--- config.mk ---
export PLATFORM = sky130hd
export DESIGN_NAME = fgn_ctrl
export DESIGN_NICKNAME = d
export VERILOG_FILES = /design/src/fgn_pkg.sv /design/src/fgn_ctrl.sv
export SDC_FILE = /design/constraint.sdc
export NUM_CORES = 1
export LEC_CHECK = 0
export BUFFER_PORTS_ARGS = -buffer_cell sky130_fd_sc_hd__clkbuf_2
export CORE_AREA = 2 2 39 41
export DETAILED_ROUTE_END_ITERATION = 10
export DIE_AREA = 0 0 41 43
export GPL_TIMING_DRIVEN = 1
export PLACE_DENSITY = 0.75
export SLEW_MARGIN = 20
export SYNTH_ARGS = -nofsm -noshare
export SYNTH_HDL_FRONTEND = slang
export SYNTH_SLANG_ARGS = --single-unit
--- constraint.sdc ---
create_clock -name clk -period 3.1 [get_ports clk]
set_input_delay 0.155 -clock clk [delete_from_list [all_inputs] [get_ports clk]]
set_output_delay 0.155 -clock clk [all_outputs]
set_load 0.03 [all_outputs]
--- src/fgn_pkg.sv ---
// Shared constants, codes and control types of the fractal gradient noise block.
package fgn_pkg;

	localparam int DEF_MAX_OCTAVES = 8;
	localparam int DEF_FRAC_BITS   = 16;

	localparam logic [31:0] HX_MUL = 32'd1619;
	localparam logic [31:0] HY_MUL = 32'd31337;
	localparam logic [31:0] HZ_MUL = 32'd6971;
	localparam logic [31:0] MIX_C1 = 32'h85ebca6b;
	localparam logic [31:0] MIX_C2 = 32'hc2b2ae35;

	localparam logic [31:0] SEED_RST = 32'd5;
	localparam logic [3:0]  OCT_RST  = 4'd1;
	localparam logic [31:0] FREQ_RST = 32'd65536;

	localparam int CFG_IW = 2;
	localparam logic [CFG_IW-1:0] CFG_SEED    = 2'd0;
	localparam logic [CFG_IW-1:0] CFG_OCTAVES = 2'd1;
	localparam logic [CFG_IW-1:0] CFG_FREQ    = 2'd2;

	localparam int QW = 15;
	localparam logic [QW-1:0] Q_ONE = 15'd16384;

	localparam logic [3:0] N_PMUL   = 4'd2;
	localparam logic [3:0] N_HASH   = 4'd7;
	localparam logic [3:0] N_FADE   = 4'd8;
	localparam logic [3:0] N_LERP   = 4'd6;
	localparam logic [3:0] N_DIV    = 4'd14;

	typedef enum logic [3:0] {
		OP_NONE, OP_LOAD, OP_PMUL, OP_SPLIT, OP_HASH, OP_FADE,
		OP_LERP, OP_ACC, OP_DIVI, OP_DIV, OP_OUT
	} op_t;

	typedef struct packed {
		op_t        op;
		logic [3:0] k;
	} cmd_t;

	typedef struct packed {
		logic last_oct;
		logic out_busy;
	} stat_t;

endpackage

--- src/fgn_ctrl.sv ---
// Sequencer that steps the noise datapath through octaves and the final divide.
module fgn_ctrl (
	input  logic          clk,
	input  logic          arst_n,
	input  logic          in_valid,
	output logic          in_ready,
	input  fgn_pkg::stat_t stat,
	output fgn_pkg::cmd_t  cmd
);
	import fgn_pkg::*;

	localparam logic [3:0] S_IDLE  = 4'd0;
	localparam logic [3:0] S_PMUL  = 4'd1;
	localparam logic [3:0] S_SPLIT = 4'd2;
	localparam logic [3:0] S_HASH  = 4'd3;
	localparam logic [3:0] S_FADE  = 4'd4;
	localparam logic [3:0] S_LERP  = 4'd5;
	localparam logic [3:0] S_ACC   = 4'd6;
	localparam logic [3:0] S_DIVI  = 4'd7;
	localparam logic [3:0] S_DIV   = 4'd8;
	localparam logic [3:0] S_OUT   = 4'd9;

	logic [3:0] state_q, state_d;
	logic [3:0] cnt_q, cnt_d;

	assign in_ready = (state_q == S_IDLE);

	always_comb begin
		state_d = state_q;
		cnt_d   = cnt_q + 4'd1;
		cmd.op  = OP_NONE;
		cmd.k   = cnt_q;
		case (state_q)
			S_IDLE: begin
				cnt_d = '0;
				if (in_valid) begin
					cmd.op  = OP_LOAD;
					state_d = S_PMUL;
				end
			end
			S_PMUL: begin
				cmd.op = OP_PMUL;
				if (cnt_q == N_PMUL) state_d = S_SPLIT;
			end
			S_SPLIT: begin
				cmd.op  = OP_SPLIT;
				cnt_d   = '0;
				state_d = S_HASH;
			end
			S_HASH: begin
				cmd.op = OP_HASH;
				if (cnt_q == N_HASH) begin
					cnt_d   = '0;
					state_d = S_FADE;
				end
			end
			S_FADE: begin
				cmd.op = OP_FADE;
				if (cnt_q == N_FADE) begin
					cnt_d   = '0;
					state_d = S_LERP;
				end
			end
			S_LERP: begin
				cmd.op = OP_LERP;
				if (cnt_q == N_LERP) state_d = S_ACC;
			end
			S_ACC: begin
				cmd.op  = OP_ACC;
				state_d = stat.last_oct ? S_DIVI : S_SPLIT;
			end
			S_DIVI: begin
				cmd.op  = OP_DIVI;
				cnt_d   = '0;
				state_d = S_DIV;
			end
			S_DIV: begin
				cmd.op = OP_DIV;
				if (cnt_q == N_DIV) state_d = S_OUT;
			end
			S_OUT: begin
				// hold until the output register can take the item
				if (!stat.out_busy) begin
					cmd.op  = OP_OUT;
					state_d = S_IDLE;
				end
			end
			default: state_d = S_IDLE;
		endcase
	end

	always_ff @(posedge clk or negedge arst_n) begin
		if (!arst_n) begin
			state_q <= S_IDLE;
			cnt_q   <= '0;
		end else begin
			state_q <= state_d;
			cnt_q   <= cnt_d;
		end
	end

endmodule

==> results of run 1 <==
-- worst max-delay path, stage by stage (launching register included) --
cell and delay [ps]:
dfrtp_1 570, or4_1 600, o311a_2 160, o2111ai_4 260, mux2_4 330
-- per-layer routing --
layer	wire length (um)	vias up	track usage, %	share of wire [%]
met5	0	-	0	0
met1	617	266	22.15	47
met3	70	4	6.283	5.4
met2	598	14	27.19	46
li1	-	287	-	-
met4	17	0	8.000	1.3
-- how the worst max path moves through the flow --
stage	endpoint	cells after the start	start
2_1_floorplan	state_q[0]	6	cnt_q[0]
3_3_place_gp	state_q[0]	4	state_q[0]
3_5_place_dp	state_q[2]	4	state_q[2]
4_1_cts	state_q[2]	4	state_q[0]
5_1_grt	state_q[2]	4	state_q[0]
6_report	state_q[2]	4	state_q[0]
-- cell families after synthesis --
kind of cell               after synthesis  synth area share (%)
xor gates and xnor gates                 4                 5.177
buffers and inverters                   13                 8.687
adders and majority gates                3                 5.546
AOI/OAI and AO/OA                       19                 23.85
DFF                                      8                 29.57
and+or+nand+nor                         26                 22.74
muxes                                    2                 4.436
-- cell usage after synthesis (all sizes together) --
| cell | instances |
|---|---|
| dfrtp | 8 |
| inv | 5 |
| nor2 | 5 |
| a21oi | 4 |
| buf | 4 |
| clkbuf | 4 |
| nand3 | 4 |
| a21o | 3 |
| ha | 3 |
| nand2 | 3 |
| and3b | 2 |
| mux2 | 2 |
| nor2b | 2 |
| nor4 | 2 |
| o21ai | 2 |
| o31ai | 2 |
| or4 | 2 |
| xnor2 | 2 |
| xor2 | 2 |
| a211o | 1 |
| a211oi | 1 |
| a221oi | 1 |
| nand2b | 1 |
| nand4b | 1 |
| nand4bb | 1 |
| nor3 | 1 |
| nor4b | 1 |
| o2111ai | 1 |
| o21a | 1 |
| o21bai | 1 |
| o311a | 1 |
| o311ai | 1 |
| or2 | 1 |
-- stage by stage --
| step | instances | hold WS, ps |
|---|---|---|
| final | 100 | 273.3 |
| after global routing | 100 | 295.1 |
| after CTS | 100 | 278.2 |
| after detailed placement | 96 | 15.03 |
| after global placement | 96 | 11.40 |
| after floorplan | 75 | -140.6 |
-- flip-flops by register name, summed over array words and instances, names as in the netlist --
signal / flops
cnt_q: 4
state_q: 4
-- power by group through the flow --
stage	logic [mW]	clock network (mW)	registers, mW
2_1_floorplan	0.478	0	0.211
3_3_place_gp	0.503	0	0.262
3_5_place_dp	0.508	0	0.267
4_1_cts	0.512	0.0815	0.265
5_1_grt	0.557	0.0868	0.279
6_report	0.506	0.0809	0.266
-- repair_timing --
action,4_1_cts,5_1_grt
hold buffers,1,0
buffers inserted,0,0
endpoints found under the hold margin,8,0
-- area by class of cell --
type | instances | area, sq um | share of cell area (%)
Inverter | 5 | 18.77 | 2.488
Sequential cell | 8 | 200.2 | 26.53
Clock buffer | 3 | 22.52 | 2.985
Tap cell | 16 | 20.02 | 2.653
Multi-Input combinational cell | 54 | 417.9 | 55.39
Timing Repair Buffer | 14 | 75.07 | 9.950
==> impl_metrics.csv, run 1 <==
group,metric,value,unit
status,status,"finished clean",
clocking,clock_latency,260,ps
die,num_rows,14,
clocking,cts_buffers,3,
setup_path,critPathMaxFanout,17,
sta,setup_viol_count_final,0,
placed_design,hpwl,921.7,um
clocking,tritoncts,"built",
power,powerDensity,1131,nW/um^2
global_routing,grt_max_degree,21,
drt,wl_per_cell,13.03,um
setup_path,arrival,2170,ps
drt,drtIter0Drc,6,
finish,fin_nets,94,
finish,area_growth_syn_to_layout,11.46,%
yosys,avgSynthCellArea,9.025,sq um
yosys,synth.cell_area,676.9,sq um
die,dieArea,1763,sq um
yosys,netlist.area_leader.share,29.57,%
global_routing,first_global_vias,515,
setup_path,setup.worst_path.end_class,"flip-flop",
sta,rsz0062_at_grt,"false",
clocking,cts-resized-gates,0,
finish,stdcell_area,754.5,sq um
setup_path,r2r_end,"state_q[2]",
power,combPwrFrac,59.3,%
drt,drcViolationCount,0,
power,total_power,0.8534,mW
sta,period_minus_slack,2031,ps
sta,slew_headroom,62.96,%
drt,ant_nets,0,
job,maxCapViolations,0,
drt,vias,571,
placed_design,gp_congestion,0.7553,
setup_path,reg2reg_from,"state_q[0]",
global_routing,track_usage,18.01,%
power,p_leak,0.3685,nW
drt,finalWirelength,1303,um
yosys,yosysTopAreaCell,"dfrtp_1",
die,ios,14,
yosys,synth_nets,83,
yosys,synth_warnings,0,
global_routing,grt_pass1_wl,2132,um
worst_hold_path,hold_class,"in2async",
sta,tightest_slew,555.6,ps
finish,diodes,0,
setup_path,cp_data_required_time,3240,ps
sta,tns,0,ps
yosys,synth_cell_types,35,
sta,post-route-period-util,65.50,%
finish,final_cell_mix,"13 x clkbuf_2, 8 x dfrtp_1, 5 x nor2_1, 5 x inv_1",
setup_path,reg2reg_slack,1070,ps
power,clockPowerShare,9.5,%
power,seqPwrFrac,31.2,%
yosys,yosysSeqAreaShare,29.57,%
finish,fillers,145,
clocking,clock_path_buffers,2,
yosys,ys_ff_latch,8,
power,peakVddDrop,0.0004607,V
die,die_h,43,um
placed_design,placed_cell_area,721.9,sq um
drt,viasPerCell,5.710,
die,core,1384,sq um
power,internal_power,0.4197,mW
setup_path,crit_type,"reg2reg",
drt,dr.pass1.iters,2,
sta,slew_violations,0,
die,die_w,41,um
sta,fin_ws,1069,ps
sta,finalClockSkew,0.7416,ps
clocking,clkTransAtPathRegs,50,ps
setup_path,r2r_cells,4,
clocking,h-tree-depth,1,
finish,final_common_cell,"clkbuf_2",
die,initial_core_util,48.92,%
finish,drive_gt1_share,26.19,%
sta,fmax,0.4925,GHz
finish,final_util,54.52,%
setup_path,startpoint_type,"flip-flop",
global_routing,antenna_found_initial,0,
clocking,cts.sinks,8,
placed_design,dp_slack,1084,ps
sta,final_hold_viol_count,0,
placed_design,portBuffers,13,
power,p_sw,0.4338,mW
yosys,netlist_instances,75,
global_routing,grt-ovfl-total,0,
power,swShare,50.83,%
clocking,root_buffer,"clkbuf_4",
yosys,synth.area.top_cells,"dfrtp_1 30%, ha_1 5.5%, mux2_4 4.4%",
No activity file was read; power rests on OpenSTA's default activity.
==> inputs of run 2 (changes only) <==
--- a/config.mk
+++ b/config.mk
@@ -5,12 +5,13 @@
 export SDC_FILE = /design/constraint.sdc
 export NUM_CORES = 1
 export LEC_CHECK = 0
+export ABC_AREA = 1
 export BUFFER_PORTS_ARGS = -buffer_cell sky130_fd_sc_hd__clkbuf_2
-export CORE_AREA = 2 2 39 41
+export CORE_MARGIN = 2
+export CORE_UTILIZATION = 47
 export DETAILED_ROUTE_END_ITERATION = 10
-export DIE_AREA = 0 0 41 43
 export GPL_TIMING_DRIVEN = 1
-export PLACE_DENSITY = 0.75
+export PLACE_DENSITY = 0.73
 export SLEW_MARGIN = 20
 export SYNTH_ARGS = -nofsm -noshare
 export SYNTH_HDL_FRONTEND = slang
==> constraint.sdc (replaced) <==
create_clock -name clk -period 1.77 [get_ports clk]
set_input_delay 0.0885 -clock clk [delete_from_list [all_inputs] [get_ports clk]]
set_output_delay 0.0885 -clock clk [all_outputs]
set_load 0.03 [all_outputs]
==> run 2 against run 1 <==
Die area down 1.3%. Global-route usage up 1.3 points. Combinational power up 130%. Count of clock-buffer cells in the layout unchanged. Utilization up 5.0 points. Clock skew up 9.0 ps. Worst setup slack worse by 860 ps. Cell count up 38%. Hold slack worse by 60 ps. Sequential share of layout area down 1.0 points. Routed wire length up 22%. Flip-flop and latch count unchanged.
==> impl_metrics.csv, run 2 <==
group,metric,value,unit
finish,reg_top3,"cnt_q: 4 flops, state_q: 4 flops",
clocking,cts.sinks,8,
placed_design,gp_congestion,0.8418,
sta,slew_violations,0,
clocking,h-tree-depth,1,
sta,finalClockSkew,9.785,ps
yosys,synth.area.top_cells,"dfrtp_1 30%, nand2_1 16%, nand3_1 15%",
setup_path,arrival,1470,ps
power,peakVddDrop,0.001085,V
die,core,1318,sq um
placed_design,dp_slack,339.7,ps
sta,tns,0,ps
clocking,clock_path_buffers,2,
sta,post-route-period-util,88.18,%
placed_design,portBuffers,13,
setup_path,path_buf_inv,2,
yosys,yosysTopAreaCell,"dfrtp_1",
sta,setup_viol_count_final,0,
power,powerDensity,2102,nW/um^2
finish,fin_cells,138,
die,initial_core_util,50.71,%
setup_path,crit_type,"reg2out",
finish,drive_gt1_share,21.95,%
yosys,synth_cell_types,19,
finish,fin_nets,133,
die,die_w,41.71,um
sta,tightest_slew,315.0,ps
sta,hold_slack,213.6,ps
drt,drtIter0Drc,41,
power,p_leak,0.4861,nW
global_routing,antenna_found_initial,0,
global_routing,grt_max_degree,9,
drt,vias,719,
setup_path,critPathMaxFanout,5,
sta,fmax,0.6407,GHz
sta,rsz0062_at_grt,"false",
placed_design,hpwl,1292,um
worst_hold_path,hold_class,"in2async",
global_routing,first_global_vias,634,
yosys,netlist.area_leader.share,29.96,%
yosys,ys.flop_type,"dfrtp_1",
finish,area_growth_syn_to_layout,17.42,%
drt,drcViolationCount,0,
yosys,yosysSeqAreaShare,29.96,%
clocking,cts_buffers,3,
global_routing,grt-ovfl-total,0,
yosys,ys_ff_latch,8,
yosys,synth.cell_area,668.1,sq um
drt,finalWirelength,1592,um
yosys,yosys.cell_count.top_type,"nand2_1",
finish,final_common_cell,"nand2_1",
yosys,avgSynthCellArea,6.303,sq um
drt,dr.pass1.iters,4,
drt,ant_nets,0,
drt,viasPerCell,5.210,
placed_design,dp_cells,134,
setup_path,reg2reg_slack,320,ps
job,maxCapViolations,0,
setup_path,startpoint_type,"flip-flop",
setup_path,setup.worst_path.end_class,"primary output",
global_routing,track_usage,19.31,%
clocking,tritoncts,"built",
yosys,synth_top_cells_by_count,"29 x nand2_1, 20 x nand3_1, 15 x inv_1",
sta,slew_headroom,78.82,%
setup_path,reg2reg_from,"cnt_q[0]",
yosys,synth_nets,114,
die,dieArea,1739,sq um
setup_path,cp_slowest_stage_delay,450,ps
die,num_rows,13,
setup_path,cp_data_required_time,1680,ps
die,die_h,41.71,um
setup_path,crit_family,"flip-flops",
finish,final_cell_mix,"29 x nand2_1, 20 x nand3_1, 15 x inv_1",
setup_path,crit_chain,"inv_1 > nor2_2 > nand2_1 > o2111ai_1 > clkbuf_2",
global_routing,grt_pass1_wl,2608,um
sta,final_hold_viol_count,0,
yosys,netlist_instances,106,
yosys,synth_warnings,0,
clocking,clock_latency,250,ps
setup_path,cp_slowest_cell,"dfrtp_1",
drt,wl_per_cell,11.54,um
finish,diodes,0,
yosys,synth_edf_count,0,
sta,fin_ws,209.2,ps
clocking,root_buffer,"clkbuf_4",
status,status,"finished clean",
setup_path,r2r_end,"state_q[3]",
sta,period_minus_slack,1561,ps
setup_path,r2r_cells,8,
yosys,async_flop_share,100.0,%
die,ios,14,
clocking,clkTransAtPathRegs,60,ps
-- run 2: cell types whose count changed after synthesis, moves of 3 or more --
cell / delta
nor2_1: +6
inv_1: +10
nand2_1: +26
nand3_1: +16
inv_2: +4
clkbuf_1: -4
nor2_2: +3
a21o_1: -3
-- run 2: per-stage QoR --
step	power (mW)	area, sq um	utilization, %
floorplan	1.235	668.1	-
global placement	1.498	752.0	57.07
detailed placement	1.502	752.0	57.07
CTS	1.648	784.5	59.54
global route	1.811	784.5	59.54
finish	1.649	784.5	59.54
-- run 2: how the worst max path moves through the flow --
stage	startpoint	to	slack [ps]	depth (start not counted)
after floorplan	cnt_q[0]	state_q[2]	330	8
after global placement	cnt_q[0]	state_q[3]	390	8
after detailed placement	cnt_q[0]	state_q[3]	340	8
after CTS	state_q[3]	cmd[4]	210	5
after global routing	state_q[2]	cmd[6]	120	6
final	state_q[3]	cmd[4]	210	5
-- run 2: logic make-up (layout without fill, tap and decap cells) --
kind of cell             count (synthesis)  after routing  share of synthesized area (%)
AO/OA/AOI/OAI                            6              6                          5.619
XOR/XNOR                                 1              1                          1.311
adder cells (fa/ha/maj)                  3              3                          5.619
buffers and inverters                   20             37                          11.23
flip-flops                               8              8                          29.96
AND/OR/NAND/NOR                         68             68                          46.26
-- run 2: cell type report --
type                       instances  area, sq um
sequential                         8        200.2
inverter                          20        75.07
timing repair buffer              14        75.07
fill                             126        533.0
multi-input combinational         78        392.9
clock buffer                       3        22.52
tap                               15        18.77
-- run 2: repair_timing --
item,4_1_cts,5_1_grt
resized for setup,0,0
hold buffers,1,0
setup buffers,0,0
hold endpoints to repair,8,0
-- run 2: where the power goes --
group          switching [mW]  internal (mW)
registers               0.106          0.254
clock network          0.0586         0.0774
logic                   0.808          0.345
-- run 2: worst reg2reg max path, stage by stage (launching register included) --
cell and delay, ps:
dfrtp_1 410, inv_1 110, ha_1 190, nand3_1 110, nand3_1 110, nand2_1 50, nor2_1 200, nand3_1 130
nand2_1 90
-- run 2: routing by layer --
layer / vias up / GRT usage, % / share of wire, % / wire [um]
met4: 0 / 6.452 / 0.25 / 4
li1: 371 / - / - / -
met5: - / 0 / 0 / 0
met1: 314 / 27.82 / 48 / 768
met3: 2 / 2.609 / 5.9 / 94
met2: 32 / 29.69 / 45 / 723
==> inputs of run 3 (changes only) <==
--- a/config.mk
+++ b/config.mk
@@ -6,12 +6,12 @@
 export NUM_CORES = 1
 export LEC_CHECK = 0
 export ABC_AREA = 1
-export BUFFER_PORTS_ARGS = -buffer_cell sky130_fd_sc_hd__clkbuf_2
-export CORE_MARGIN = 2
-export CORE_UTILIZATION = 47
+export CORE_AREA = 2 2 39 41
 export DETAILED_ROUTE_END_ITERATION = 10
+export DIE_AREA = 0 0 41 43
+export DONT_BUFFER_PORTS = 1
 export GPL_TIMING_DRIVEN = 1
-export PLACE_DENSITY = 0.73
+export PLACE_DENSITY = 0.68
 export SLEW_MARGIN = 20
 export SYNTH_ARGS = -nofsm -noshare
 export SYNTH_HDL_FRONTEND = slang
==> constraint.sdc (replaced) <==
create_clock -name clk -period 1.77 [get_ports clk]
set_input_delay 0.177 -clock clk [delete_from_list [all_inputs] [get_ports clk]]
set_output_delay 0.177 -clock clk [all_outputs]
set_load 0.03 [all_outputs]
==> run 3 against run 2 <==
Flip-flop and latch count unchanged. Critical path depth increased by 1. Utilization decreased by 5.3 points. Count of clock-buffer cells in the layout unchanged. Cell area decreased by 4.3%. Sequential power about the same. Global-route usage decreased by 0.14 points. Power decreased by 2.5%. Die area increased by 1.4%. Clock power decreased by 9.6%. Highest routed layer unchanged.
==> impl_metrics.csv, run 3 (synthesis results as in run 2) <==
group,metric,value,unit
finish,area_growth_syn_to_layout,12.36,%
placed_design,portBuffers,0,
drt,ant_nets,0,
finish,final_cell_mix,"29 x nand2_1, 20 x nand3_1, 15 x inv_1",
drt,viasPerCell,5.100,
clocking,h-tree-depth,1,
die,dieArea,1763,sq um
power,combPwrFrac,70.0,%
global_routing,met2_usage,28.75,%
finish,final_common_cell,"nand2_1",
sta,fmax,0.6291,GHz
sta,fin_ws,180.5,ps
clocking,root_buffer,"clkbuf_4",
sta,final_hold_viol_count,0,
setup_path,path_buf_inv,2,
drt,finalWirelength,1393,um
clocking,cts_setup_buffers,0,
setup_path,cp_slowest_stage_delay,450,ps
power,swShare,58.81,%
setup_path,crit_family,"flip-flops",
setup_path,arrival,1410,ps
clocking,cts_buffers,3,
finish,final_util,54.25,%
die,core,1384,sq um
power,p_leak,0.4502,nW
placed_design,hpwl,1216,um
job,maxCapViolations,0,
sta,rsz0062_at_grt,"false",
global_routing,grt-ovfl-total,0,
setup_path,critPathMaxFanout,5,
global_routing,grt.met1_usage,27.36,%
power,powerDensity,2142,nW/um^2
setup_path,crit_type,"reg2out",
finish,fin_nets,124,
finish,diodes,0,
clocking,cts.sinks,8,
finish,reg_top3,"cnt_q: 4 flops, state_q: 4 flops",
global_routing,grt_pass1_wl,2325,um
power,internal_power,0.6625,mW
sta,setup_viol_count_final,0,
clocking,cts-resized-gates,0,
global_routing,grt_max_degree,9,
sta,post-route-period-util,89.80,%
sta,slew_violations,0,
setup_path,startpoint_type,"flip-flop",
drt,wl_per_cell,10.72,um
global_routing,antenna_found_initial,0,
sta,finalClockSkew,2.275,ps
finish,fillers,146,
drt,vias,663,
status,status,"finished clean",
sta,period_minus_slack,1589,ps
power,seqPwrFrac,22.3,%
worst_hold_path,hold_class,"in2reg",
setup_path,cp_slowest_cell,"dfrtp_1",
setup_path,setup.worst_path.end_class,"primary output",
drt,drtIter0Drc,17,
die,initial_core_util,48.28,%
setup_path,cp_data_required_time,1590,ps
sta,tns,0,ps
clocking,tritoncts,"built",
drt,drcViolationCount,0,
setup_path,critPathMostFrequentCell,"nor2_1",
power,peakVddDrop,0.0008536,V
power,p_sw,0.9457,mW
placed_design,dp_cells,126,
sta,tightest_slew,385.2,ps
power,clockPowerShare,7.7,%
clocking,clock_path_buffers,2,
die,die_h,43,um
setup_path,crit_chain,"inv_1 > nand2_1 > nor2_1 > nor2_1 > o2111ai_1 > buf_4",
finish,drive_gt1_share,15.79,%
placed_design,dp_slack,297.3,ps
die,die_w,41,um
finish,fin_cells,130,
global_routing,met3_usage,3.141,%
placed_design,gp_congestion,0.8148,
sta,slew_headroom,74.32,%
clocking,clkTransAtPathRegs,50,ps
die,num_rows,14,
drt,dr.pass1.iters,4,
global_routing,grt-busiest-layer,"met2",
clocking,clock_latency,240,ps
global_routing,first_global_vias,575,
global_routing,track_usage,19.16,%
die,ios,14,
-- run 3: changes by cell type in the layout (fill, tap and decap cells not counted) --
cell      before  now
buf_4          0    4
clkbuf_2      13    0
-- run 3: worst paths after layout --
kind,startpoint,endpoint,slack (ps),cells past startpoint
max,state_q[3],cmd[4],180,6
min,stat[1],state_q[2],260,4
max reg2reg,cnt_q[3],state_q[2],290,7
min reg2reg,state_q[0],state_q[0],590,2
max in group asynchronous,arst_n,cnt_q[0],1250,1
min in group asynchronous,arst_n,state_q[2],270,1
-- run 3: metal layers --
metal  routed length [um]  vias up
met5                    0        -
met1                  676      294
met2                  673       12
li1                     -      355
met4                    5        0
met3                   37        2
-- run 3: stage by stage --
step / instance area (sq um) / hold slack [ps] / power, mW
3_3_place_gp: 718.2 / -118.3 / 1.482
5_1_grt: 750.7 / 281.6 / 1.773
4_1_cts: 750.7 / 260.7 / 1.624
6_report: 750.7 / 264.6 / 1.608
2_1_floorplan: 668.1 / -118.6 / 1.235
3_5_place_dp: 718.2 / -118.4 / 1.487
-- run 3: power groups by stage --
| stage | Sequential [mW] | Combinational [mW] | Clock, mW |
|---|---|---|---|
| after floorplan | 0.393 | 0.842 | 0 |
| after global placement | 0.360 | 1.12 | 0 |
| after detailed placement | 0.360 | 1.13 | 0 |
| after CTS | 0.357 | 1.13 | 0.132 |
| after global routing | 0.371 | 1.26 | 0.143 |
| final | 0.359 | 1.13 | 0.123 |
-- run 3: area by class of cell --
cell class	instances	area, sq um	share of cell area [%]
Inverter	20	75.07	10.00
Multi-Input combinational cell	78	392.9	52.33
Clock buffer	3	22.52	3.000
Timing Repair Buffer	5	40.04	5.333
Tap cell	16	20.02	2.667
Sequential cell	8	200.2	26.67
-- run 3: worst reg2reg max path: cells and delay by family (launching register included) --
family / cells / cell delay, ps
buf+inv: 1 / 180
flops: 1 / 520
simple gates: 6 / 730
-- run 3: what timing repair did --
item	CTS	global route
endpoints found under the setup margin	0	0
hold buffers	1	0
endpoints found under the hold margin	8	0
